<file path="config.mk">
export PLATFORM = sky130hd
export DESIGN_NAME = v2d_sqrt
export DESIGN_NICKNAME = d
export VERILOG_FILES = /design/src/design/v2d_pkg.sv /design/src/design/v2d_sqrt.sv
export SDC_FILE = /design/constraint.sdc
export NUM_CORES = 2
export LEC_CHECK = 0
export BUFFER_PORTS_ARGS = -buffer_cell sky130_fd_sc_hd__buf_4
export CAP_MARGIN = 20
export CORE_ASPECT_RATIO = 1.25
export CORE_MARGIN = 10
export CORE_UTILIZATION = 49
export DETAILED_ROUTE_END_ITERATION = 7
export SLEW_MARGIN = 20
export SYNTH_ARGS = -nofsm -noshare
export SYNTH_HDL_FRONTEND = slang
export SYNTH_MEMORY_MAX_BITS = 65536
export SYNTH_SLANG_ARGS = --single-unit
</file>
<file path="constraint.sdc">
create_clock -name i_clk -period 8.95 [get_ports i_clk]
set_clock_uncertainty 0.05 [all_clocks]
set_input_delay 1.3425 -clock i_clk [delete_from_list [all_inputs] [get_ports i_clk]]
set_output_delay 1.3425 -clock i_clk [all_outputs]
set_load 0.02 [all_outputs]
</file>
<file path="src/design/v2d_pkg.sv">
// Package for the 2D vector unit: word types, mode and status codes,
// and the structs passed between the pipeline modules. No dependencies.
package v2d_pkg;

    localparam logic [2:0] MODE_ADD   = 3'd0;
    localparam logic [2:0] MODE_SUB   = 3'd1;
    localparam logic [2:0] MODE_SCALE = 3'd2;
    localparam logic [2:0] MODE_LEN   = 3'd3;
    localparam logic [2:0] MODE_NORM  = 3'd4;

    localparam logic [1:0] ST_OK   = 2'd0;
    localparam logic [1:0] ST_SAT  = 2'd1;
    localparam logic [1:0] ST_ZERO = 2'd2;

    localparam int WORD_W   = 32;
    localparam int SQRT_STG = 32;

    typedef struct packed {
        logic [2:0]         mode;
        logic signed [31:0] a_x;
        logic signed [31:0] a_y;
        logic signed [31:0] b_x;
        logic signed [31:0] b_y;
        logic signed [31:0] scale_factor;
    } t_in_word;

    typedef struct packed {
        logic signed [31:0] res_x;
        logic signed [31:0] res_y;
        logic [31:0]        magnitude;
        logic [1:0]         status;
    } t_out_word;

    // Component magnitudes of the first vector on their way to the root.
    typedef struct packed {
        logic        norm;
        logic [31:0] mx;
        logic [31:0] my;
        logic [31:0] m;
    } t_mag;

    // What the merge stage needs besides the root and the quotients.
    typedef struct packed {
        logic [2:0]         mode;
        logic               sx;
        logic               sy;
        logic               zero;
        logic signed [31:0] res_x;
        logic signed [31:0] res_y;
        logic [1:0]         status;
    } t_side;

endpackage

</file>
<file path="src/design/v2d_sqrt.sv">
// Pipelined integer square root, one root bit per stage, 32 stages.
// Depends on v2d_pkg.
module v2d_sqrt (
    input  logic        i_clk,
    input  logic [63:0] i_v,
    output logic [31:0] o_root
);
    import v2d_pkg::*;

    logic [33:0] r_rem  [SQRT_STG];
    logic [31:0] r_root [SQRT_STG];
    logic [63:0] r_v    [SQRT_STG];

    for (genvar j = 0; j < SQRT_STG; j++) begin : g_stage
        logic [33:0] rem_in;
        logic [31:0] root_in;
        logic [63:0] v_in;
        logic [35:0] rem_t;
        logic [35:0] trial;
        logic        ge;
        if (j == 0) begin : g_first
            assign rem_in  = '0;
            assign root_in = '0;
            assign v_in    = i_v;
        end else begin : g_next
            assign rem_in  = r_rem[j-1];
            assign root_in = r_root[j-1];
            assign v_in    = r_v[j-1];
        end
        assign rem_t = {rem_in, v_in[63:62]};
        assign trial = {2'b00, root_in, 2'b01};
        assign ge    = rem_t >= trial;
        always_ff @(posedge i_clk) begin
            r_rem[j]  <= ge ? 34'(rem_t - trial) : 34'(rem_t);
            r_root[j] <= {root_in[30:0], ge};
            r_v[j]    <= {v_in[61:0], 2'b00};
        end
    end

    assign o_root = r_root[SQRT_STG-1];

endmodule

</file>
==> impl_metrics.ini <==
[route]
top_layer_used = met4
met3_length_mm = 6.78
wire_per_inst_um = 16.6
drc_errors = 0
firstDrtPassIters = 8
via_per_inst = 5.20
num_vias = 62500
wl_met2_mm = 104
wl_met1_mm = 78.6
drt-total-wl_mm = 199
drt_iter0_drc = 3172
antenna_left = 0

[floorplanning]
design.die.area_um2 = 206000
coreArea_um2 = 188000
start_util_pct = 49.2
io_pins = 97
rows = 178
die_y_um = 505
die_x_um = 408

[power]
combPwrFrac_pct = 15.4
pwr-share-seq_pct = 49.0
powerDensity_nw_per_um2 = 283
ir_drop_mv = 0.197
p_int_w = 0.0213
power.share.clock_pct = 35.6
switching_share_pct = 27.7
leakage_nw = 48.5
p_sw_w = 0.00816

[synth]
ys_seq_elements = 2523
syn_area_um2 = 92300
postSynthAreaPerCell_um2 = 10.1
synth_nets = 9750
synth-edff-count = 0
yosysSeqAreaShare_pct = 54.7
synthCells = 9123
async_reset_ff_share_pct = 0
yosysWarnings = 0
synth_ff_type = dfxtp_1
synth_cell_types = 87

[setup_path]
setup.worst_path.start_class = flop
cp-end-kind = flop
crit_fanout = 26
critPathKind = reg -> reg
crit_arrival_ps = 5380
required_ps = 9640
reg2reg_depth = 12

[grt]
grt_pass1_wl_mm = 321
grt_max_degree = 58
overflow = 0
antenna_found_initial = 7
grt_pass1_vias = 62700
grt_usage_pct = 18.9

[place]
hpwl_mm = 154
gp_congestion = 0.913
place_inst = 11600
place_ws_ps = 4320
portBuffers = 96

[clocking]
clkTransAtPathRegs_ps = 60
clock_path_buffers = 3
cts_root_buffer = clkbuf_16
clkLatencyLatePin_ps = 860
cts-hold-fix-buffers = 0
clock-sinks = 2523
cts_resized = 0
cts_buffers = 229
cts_tree = yes
cts_setup_buffers = 0
h-tree-depth = 4

[sta]
slew-limit-headroom_pct = 30.4
setup_viol = 0
hold_viol_final = 0
fin_setup_tns_ps = 0
layout_min_cycle_time_ps = 4680
setup_slack_ps = 4270
grt_setup_unrepaired = no
finalCritPeriodShare_pct = 52.3
tightest_slew_ps = 1040
hold_slack_ps = 235
finalMaxSlewViolations = 0
clock.fmax_ghz = 0.214

[min_path]
hold_class = reg -> reg
min_path_cells = 0

[finish]
fin_cells = 12000
syn2layout_area_growth_pct = 12.9
nNetsFinal = 9924
post-route-util_pct = 55.5
final_common_cell = dfxtp_1
drive_gt1_share_pct = 7.15
final_cell_mix = 2523 x dfxtp_1, 699 x inv_1, 630 x nand2_1

[job]
maxCapViolCount = 0

[status]
status = completed
## metrics by stage
step	area, µm²	power (W)
after floorplan	92300	0.0177
after global placement	95800	0.0192
after detailed placement	95800	0.0193
after CTS	104000	0.0299
after global routing	104000	0.0311
final	104000	0.0295
## critical path, stage by stage, from the launching register on
cell,delay (ps)
dfxtp_1,330
inv_1,40
ha_1,320
nor2b_1,150
o21ai_0,230
a21oi_1,120
a211oi_1,700
o211a_1,290
o21a_1,640
clkinv_1,810
o211ai_1,570
nor3_1,150
xor2_1,170
## path summary, 6_finish.rpt
kind	slack [ps]	start	to
max	4270	r_root[1][64]	r_rem[1][135]
min	230	r_v[1][424]	r_v[1][488]
max reg2reg	4270	r_root[1][64]	r_rem[1][135]
min reg2reg	230	r_v[1][424]	r_v[1][488]
## power by group through the flow
| stage | Clock [W] | Combinational (W) | Sequential [W] |
|---|---|---|---|
| after floorplan | 0 | 0.00357 | 0.0142 |
| after global placement | 0 | 0.00448 | 0.0147 |
| after detailed placement | 0 | 0.00453 | 0.0147 |
| after CTS | 0.0108 | 0.00456 | 0.0145 |
| after global routing | 0.0113 | 0.00511 | 0.0147 |
| final | 0.0105 | 0.00453 | 0.0145 |
## cell type report
cell class                      instances  area (µm²)
Antenna cell                            1        2.50
Sequential cell                      2523       50500
Multi-Input combinational cell       5724       38600
Clock buffer                          297        6420
Clock inverter                        134        1990
Fill cell                           16500       83500
Tap cell                             2520        3150
Timing Repair Buffer                  116         871
Inverter                              703        2640
## metal layers
| layer | vias to the layer above | track usage [%] |
|---|---|---|
| met1 | 29200 | 20.4 |
| met3 | 498 | 2.63 |
| li1 | 31600 | - |
| met4 | 0 | 8.88 |
| met2 | 1192 | 35.9 |
| met5 | - | 0 |
## cell families (layout without fill, tap and decap cells)
| kind of cell | Yosys count | in the layout | synth area share [%] |
|---|---|---|---|
| and+or+nand+nor | 2409 | 2409 | 13.0 |
| other | 1 | 2 | 0.00406 |
| muxes | 61 | 61 | 0.734 |
| xor gates and xnor gates | 828 | 828 | 7.86 |
| DFF | 2523 | 2523 | 54.7 |
| adders and majority gates | 562 | 562 | 7.61 |
| AOI/OAI and AO/OA | 1863 | 1863 | 12.5 |
| buffers and inverters | 876 | 1250 | 3.60 |
## sequential cells by signal, summed over array words and instances, names as in the netlist
name	flops
r_rem	1003
r_v	992
r_root	528
## cell usage after synthesis (all sizes together) (12+ instances only)
cell type / number / share of area (%)
or2: 57 / 0.39
nand2: 632 / 2.6
o211ai: 38 / 0.31
nand3: 153 / 0.83
nor4: 120 / 0.81
a2111oi: 18 / 0.17
or4: 69 / 0.57
or3: 93 / 0.63
a31oi: 48 / 0.33
inv: 699 / 2.8
clkbuf: 161 / 0.65
mux2: 51 / 0.63
nor4b: 17 / 0.16
a21oi: 537 / 2.9
buf: 12 / 0.087
nor3b: 18 / 0.15
a211oi: 48 / 0.39
o41ai: 19 / 0.18
o31a: 17 / 0.16
nand2b: 126 / 0.85
dfxtp: 2523 / 55
ha: 562 / 7.6
a211o: 17 / 0.16
xnor2: 394 / 3.7
a21boi: 22 / 0.18
nand4b: 16 / 0.15
nand4: 113 / 0.77
o21a: 109 / 0.89
nor2: 538 / 2.2
nor3: 237 / 1.3
o21ai: 536 / 2.9
and2: 25 / 0.17
nor2b: 89 / 0.60
nand3b: 24 / 0.20
and3: 46 / 0.31
a21o: 231 / 1.9
o31ai: 55 / 0.45
o21bai: 48 / 0.39
a311oi: 13 / 0.12
xor2: 434 / 4.1
No activity file was read; power rests on OpenSTA's default activity.
