## src/design/v2d_pkg.sv

```systemverilog
// Package for the 2D vector unit: word types, mode and status codes,
// and the structs passed between the pipeline modules. No dependencies.
package v2d_pkg;

    localparam logic [2:0] MODE_ADD   = 3'd0;
    localparam logic [2:0] MODE_SUB   = 3'd1;
    localparam logic [2:0] MODE_SCALE = 3'd2;
    localparam logic [2:0] MODE_LEN   = 3'd3;
    localparam logic [2:0] MODE_NORM  = 3'd4;

    localparam logic [1:0] ST_OK   = 2'd0;
    localparam logic [1:0] ST_SAT  = 2'd1;
    localparam logic [1:0] ST_ZERO = 2'd2;

    localparam int WORD_W   = 32;
    localparam int SQRT_STG = 32;

    typedef struct packed {
        logic [2:0]         mode;
        logic signed [31:0] a_x;
        logic signed [31:0] a_y;
        logic signed [31:0] b_x;
        logic signed [31:0] b_y;
        logic signed [31:0] scale_factor;
    } t_in_word;

    typedef struct packed {
        logic signed [31:0] res_x;
        logic signed [31:0] res_y;
        logic [31:0]        magnitude;
        logic [1:0]         status;
    } t_out_word;

    // Component magnitudes of the first vector on their way to the root.
    typedef struct packed {
        logic        norm;
        logic [31:0] mx;
        logic [31:0] my;
        logic [31:0] m;
    } t_mag;

    // What the merge stage needs besides the root and the quotients.
    typedef struct packed {
        logic [2:0]         mode;
        logic               sx;
        logic               sy;
        logic               zero;
        logic signed [31:0] res_x;
        logic signed [31:0] res_y;
        logic [1:0]         status;
    } t_side;

endpackage

```

## src/design/v2d_div_lane.sv

```systemverilog
// One divider lane: restoring division of a component by the length,
// one quotient bit per stage, FRAC_BITS + 1 stages. Depends on v2d_pkg.
module v2d_div_lane #(
    parameter int FRAC_BITS = 16
) (
    input  logic               i_clk,
    input  logic [31:0]        i_num,
    input  logic [31:0]        i_den,
    output logic [FRAC_BITS:0] o_q
);
    import v2d_pkg::*;

    localparam int QW = FRAC_BITS + 1;

    logic [WORD_W-1:0] r_rem [QW];
    logic [WORD_W-1:0] r_den [QW];
    logic [QW-1:0]     r_q   [QW];

    // The numerator never exceeds the length, so the first bit needs no shift.
    for (genvar j = 0; j < QW; j++) begin : g_stage
        logic [32:0] t;
        logic [31:0] den;
        logic [QW-1:0] q_in;
        logic        ge;
        if (j == 0) begin : g_first
            assign t    = {1'b0, i_num};
            assign den  = i_den;
            assign q_in = '0;
        end else begin : g_next
            assign t    = {r_rem[j-1], 1'b0};
            assign den  = r_den[j-1];
            assign q_in = r_q[j-1];
        end
        assign ge = t >= {1'b0, den};
        always_ff @(posedge i_clk) begin
            r_rem[j] <= ge ? 32'(t - {1'b0, den}) : t[31:0];
            r_den[j] <= den;
            r_q[j]   <= {q_in[QW-2:0], ge};
        end
    end

    assign o_q = r_q[QW-1];

endmodule

```

## config.mk

```make
export PLATFORM = sky130hd
export DESIGN_NAME = v2d_div_lane
export DESIGN_NICKNAME = d
export VERILOG_FILES = /design/src/design/v2d_pkg.sv /design/src/design/v2d_div_lane.sv
export SDC_FILE = /design/constraint.sdc
export NUM_CORES = 2
export LEC_CHECK = 0
export ABC_AREA = 1
export BUFFER_PORTS_ARGS = -buffer_cell sky130_fd_sc_hd__clkbuf_2
export CAP_MARGIN = 20
export CORE_UTILIZATION = 64
export CTS_CLUSTER_SIZE = 16
export DETAILED_ROUTE_END_ITERATION = 7
export GPL_ROUTABILITY_DRIVEN = 0
export GPL_TIMING_DRIVEN = 0
export PLACE_DENSITY_LB_ADDON = 0.12
export SLEW_MARGIN = 20
export SYNTH_ARGS = -nofsm -noshare
export SYNTH_HDL_FRONTEND = slang
export SYNTH_SLANG_ARGS = --single-unit
```

## constraint.sdc

```tcl
create_clock -name i_clk -period 2.4 [get_ports i_clk]
set_input_delay 0.36 -clock i_clk [delete_from_list [all_inputs] [get_ports i_clk]]
set_output_delay 0.36 -clock i_clk [all_outputs]
set_load 0.01 [all_outputs]
```

==> summary.md <==
* 5.30 — detail-routed via count per cell
* 1177 — clock net sink count
* 273 ps — final worst hold slack
* 0% — async set or reset register ratio after synthesis
* reg2reg — Crit Path Class
* sky130_fd_sc_hd__dfxtp_1 32%, sky130_fd_sc_hd__nand2_1 23%, sky130_fd_sc_hd__inv_1 12%, sky130_fd_sc_hd__ha_1 9.1%, sky130_fd_sc_hd__nand3_1 5.0% — dominant cells by area after synthesis
* 0 — number of warnings reported in the yosys synthesis log
* 9872 — number of filler instances in the final layout
* 74300 um^2 — post-synthesis cell area
* 345000 um — first-pass GRT wire length
* 114 — number of buffers inserted during clock tree synthesis
* 182000 um — final HPWL from detailed placement
* r_den[0][249]$_DFF_P_ — critical path launch point
* 81 — input/output buffers
* 3020 ps — required time of the critical path
* 31.7% — area fraction of the dominant cell type after synthesis
* 0 — number of endpoints with negative hold slack in the final report
* sky130_fd_sc_hd__dfxtp_1 — most common flop cell mapped by yosys
* 223000 um — overall routed net length
* 67.2 ps — Setup WS post-layout
* 97.2% — share of the clock period used by the worst path after layout
* 87200 um — met1 WL
* 40 — number of distinct library cells after synthesis
* flip-flop — Startpoint Class
* 115000 um^2 — Core ar.
* finished, violations left — outcome
* 0 — number of enable flip-flop cells after synthesis
* 23600 um^2 — sequential cell area
* 1440 nW/um^2 — power per standard cell area
* 37.2% — GRT Util Overall
* 69.0% — max_slew headroom
* sky130_fd_sc_hd__dfxtp_1 — post-synth top area cell
* 12300 — post-synthesis net count
* 0 — ANT nets after route
* in2reg — worst min path class
* 19100 um — met3 wirelength from detailed routing
* 429 MHz — achievable frequency
* 1177 — count of state elements after synthesis
* 71900 — count of vias placed by the detailed router
* r_den[0][249]$_DFF_P_ — worst flop-to-flop path startpoint
* 9.94% — post-synthesis to final-layout area growth
* 82 — num ports
* 3 — number of buffers between clock root and the deepest sink
* yes — TritonCTS clock tree
* 8 — drt pass-1 iters
* 5 — initial antenna violation count
* 25.8 ps — Clock Skew
* 770 ps — Clk Latency, worst-skew pair
* 909 uV — maximum VDD drop
* 118000 um^2 — Die ar.
* 6.36 um^2 — average instance area after synthesis
* 0 — endpoints failing setup
* 2960 ps — endpoint arrival time on the critical path
* -62.2 ps — pre-CTS setup slack
* 0 — MaxCap Viol Count
* sky130_fd_sc_hd__clkbuf_16 — root buffer cell
* 343 um — Chip Width
* 64.7% — initial core utilization
* 70 ps — clock transition at the registers of the reported paths
* 17 — largest net degree at the start of global routing
* 7350 — drt first-iter violations
* met5 — topmost layer with routed signal wires
* 124 — std cell rows
* 10 — maximum fanout encountered on the critical timing path
* 16.5 um — detail-routed net length per standard cell
* 343 um — y dimension of the die
* 7.54% — proportion of layout cells with a drive suffix above 1
* 0 — overflow left after global routing
* 12600 — number of nets in the final layout
* 11700 — Mapped Cells
* DRC — violations in the final reports
* 31.7% — sequential-to-total area share from yosys stat
* 2 — DRC errors left
* 99400 um — wire length on met2
* 0 — count of pins over their slew limit
* 40700 um^2 — area used by multi-input combinational logic
* 462 ps — slew at the pin closest to its max-slew limit
* flip-flop — type of element capturing the critical path
* i_den[31] — start point of the worst min-delay path
* 66400 — via count of the first global-routing pass
* 3 — number of H-tree levels
* 2330 ps — shortest clock period the worst path allows after layout
* 48.0 nW — Leak
[layer usage]
| layer | up-vias | track usage, % |
|---|---|---|
| met5 | - | 0 |
| met1 | 31800 | 44.6 |
| met2 | 3517 | 60.6 |
| met4 | 2 | 26.2 |
| li1 | 35700 | - |
| met3 | 956 | 6.02 |
[what timing repair did]
action,4_1_cts,5_1_grt
setup buffers,0,2
pin swaps,0,4
hold buffers,64,0
hold endpoints to repair,64,0
endpoints found under the setup margin,5,334
resized for setup,3,158
[synthesized netlist by cell type (all sizes together), types with 5 or more instances]
master  number
ha         543
and2       132
nand3      889
o21ai       26
or2         12
nor2       642
inv       2442
dfxtp     1177
nand2     4718
xor2       209
fa          16
nor3       136
o21bai      11
xnor2       16
a21o        15
a21oi      353
buf        135
clkbuf       5
nand4       47
nand3b     159
[cell usage in the layout, fill, tap and decap left out, types with 34 or more instances in the layout]
master                          synthesis  final
sky130_fd_sc_hd__a21oi_1              350    343
sky130_fd_sc_hd__and2_1               132    132
sky130_fd_sc_hd__buf_2                 65     51
sky130_fd_sc_hd__buf_6                 48     49
sky130_fd_sc_hd__clkbuf_16              0    116
sky130_fd_sc_hd__clkbuf_2               5     86
sky130_fd_sc_hd__dfxtp_1             1177   1141
sky130_fd_sc_hd__dfxtp_2                0     34
sky130_fd_sc_hd__dlygate4sd3_1          0     64
sky130_fd_sc_hd__ha_1                 543    525
sky130_fd_sc_hd__inv_1               2421   2421
sky130_fd_sc_hd__nand2_1             4623   4611
sky130_fd_sc_hd__nand2_2               68     80
sky130_fd_sc_hd__nand3_1              748    748
sky130_fd_sc_hd__nand3_2              141    141
sky130_fd_sc_hd__nand3b_1             159    159
sky130_fd_sc_hd__nand4_1               47     47
sky130_fd_sc_hd__nor2_1               573    524
sky130_fd_sc_hd__nor2_2                59     93
sky130_fd_sc_hd__nor3_1               112    111
sky130_fd_sc_hd__xor2_1               209    209
[report_power, final]
part | internal (mW) | switching (mW) | total (mW)
combinational | 23.1 | 44.9 | 68.0
clock | 10.8 | 8.01 | 18.8
sequential | 26.0 | 4.85 | 30.9
total | 59.9 | 57.8 | 118
[worst paths after layout]
path                                 to  slack, ps  depth (start not counted)
setup / recovery  r_rem[0][285]$_DFF_P_         70                         14
hold reg to reg     r_q[14][10]$_DFF_P_        320                          0
setup reg to reg  r_rem[0][285]$_DFF_P_         70                         14
hold / removal     r_den[0][31]$_DFF_P_        270                          2
[cells by family (layout without fill, tap and decap cells)]
| family | count (synthesis) | count (layout) | synth area share [%] |
|---|---|---|---|
| adders and majority gates | 559 | 559 | 9.57 |
| other | 0 | 4 | 0 |
| AOI/OAI and AO/OA | 407 | 407 | 2.85 |
| xor gates and xnor gates | 225 | 225 | 2.65 |
| buffers and inverters | 2583 | 2943 | 14.0 |
| and+or+nand+nor | 6737 | 6737 | 39.3 |
| DFF | 1177 | 1177 | 31.7 |
[cell type report]
cell class | count | share of cell area [%]
well taps | 1512 | 2.31
repair buffers | 147 | 1.30
clock inverters | 64 | 0.954
inverters | 2443 | 11.2
multi-input cells | 7928 | 49.9
diodes | 4 | 0.0122
flip-flops and latches | 1177 | 28.9
clock buffers | 149 | 3.94
plain buffers | 140 | 1.50
[through the flow]
stage	instances	TNS [ps]	utilization, %	area [um^2]	power [mW]
finish	13600	0	71.2	81700	118
global route	13600	-157	71.2	81700	126
CTS	13600	0	70.8	81300	115
detailed placement	13300	-418	66.7	76600	96.1
global placement	13300	-69.6	66.7	76600	94.7
floorplan	11700	0	-	74300	77.8
[flip-flops by register name, indices dropped and copies added (netlist names)]
signal / cells
r_q: 153
r_den: 512
r_rem: 512
[worst max-delay path, stage by stage (launching register included)]
cell and delay [ps]:
sky130_fd_sc_hd__dfxtp_1 470, sky130_fd_sc_hd__inv_1 70, sky130_fd_sc_hd__ha_1 390, sky130_fd_sc_hd__nand2_1 130, sky130_fd_sc_hd__nor2_2 220, sky130_fd_sc_hd__nand2_1 80
sky130_fd_sc_hd__nor2_1 140, sky130_fd_sc_hd__nand2_1 80, sky130_fd_sc_hd__nand3_2 80, sky130_fd_sc_hd__nor2_2 60, sky130_fd_sc_hd__nand2_8 120, sky130_fd_sc_hd__inv_4 60
sky130_fd_sc_hd__buf_6 140, sky130_fd_sc_hd__nand2_1 70, sky130_fd_sc_hd__nand2_1 100
No activity file was read; power rests on OpenSTA's default activity.
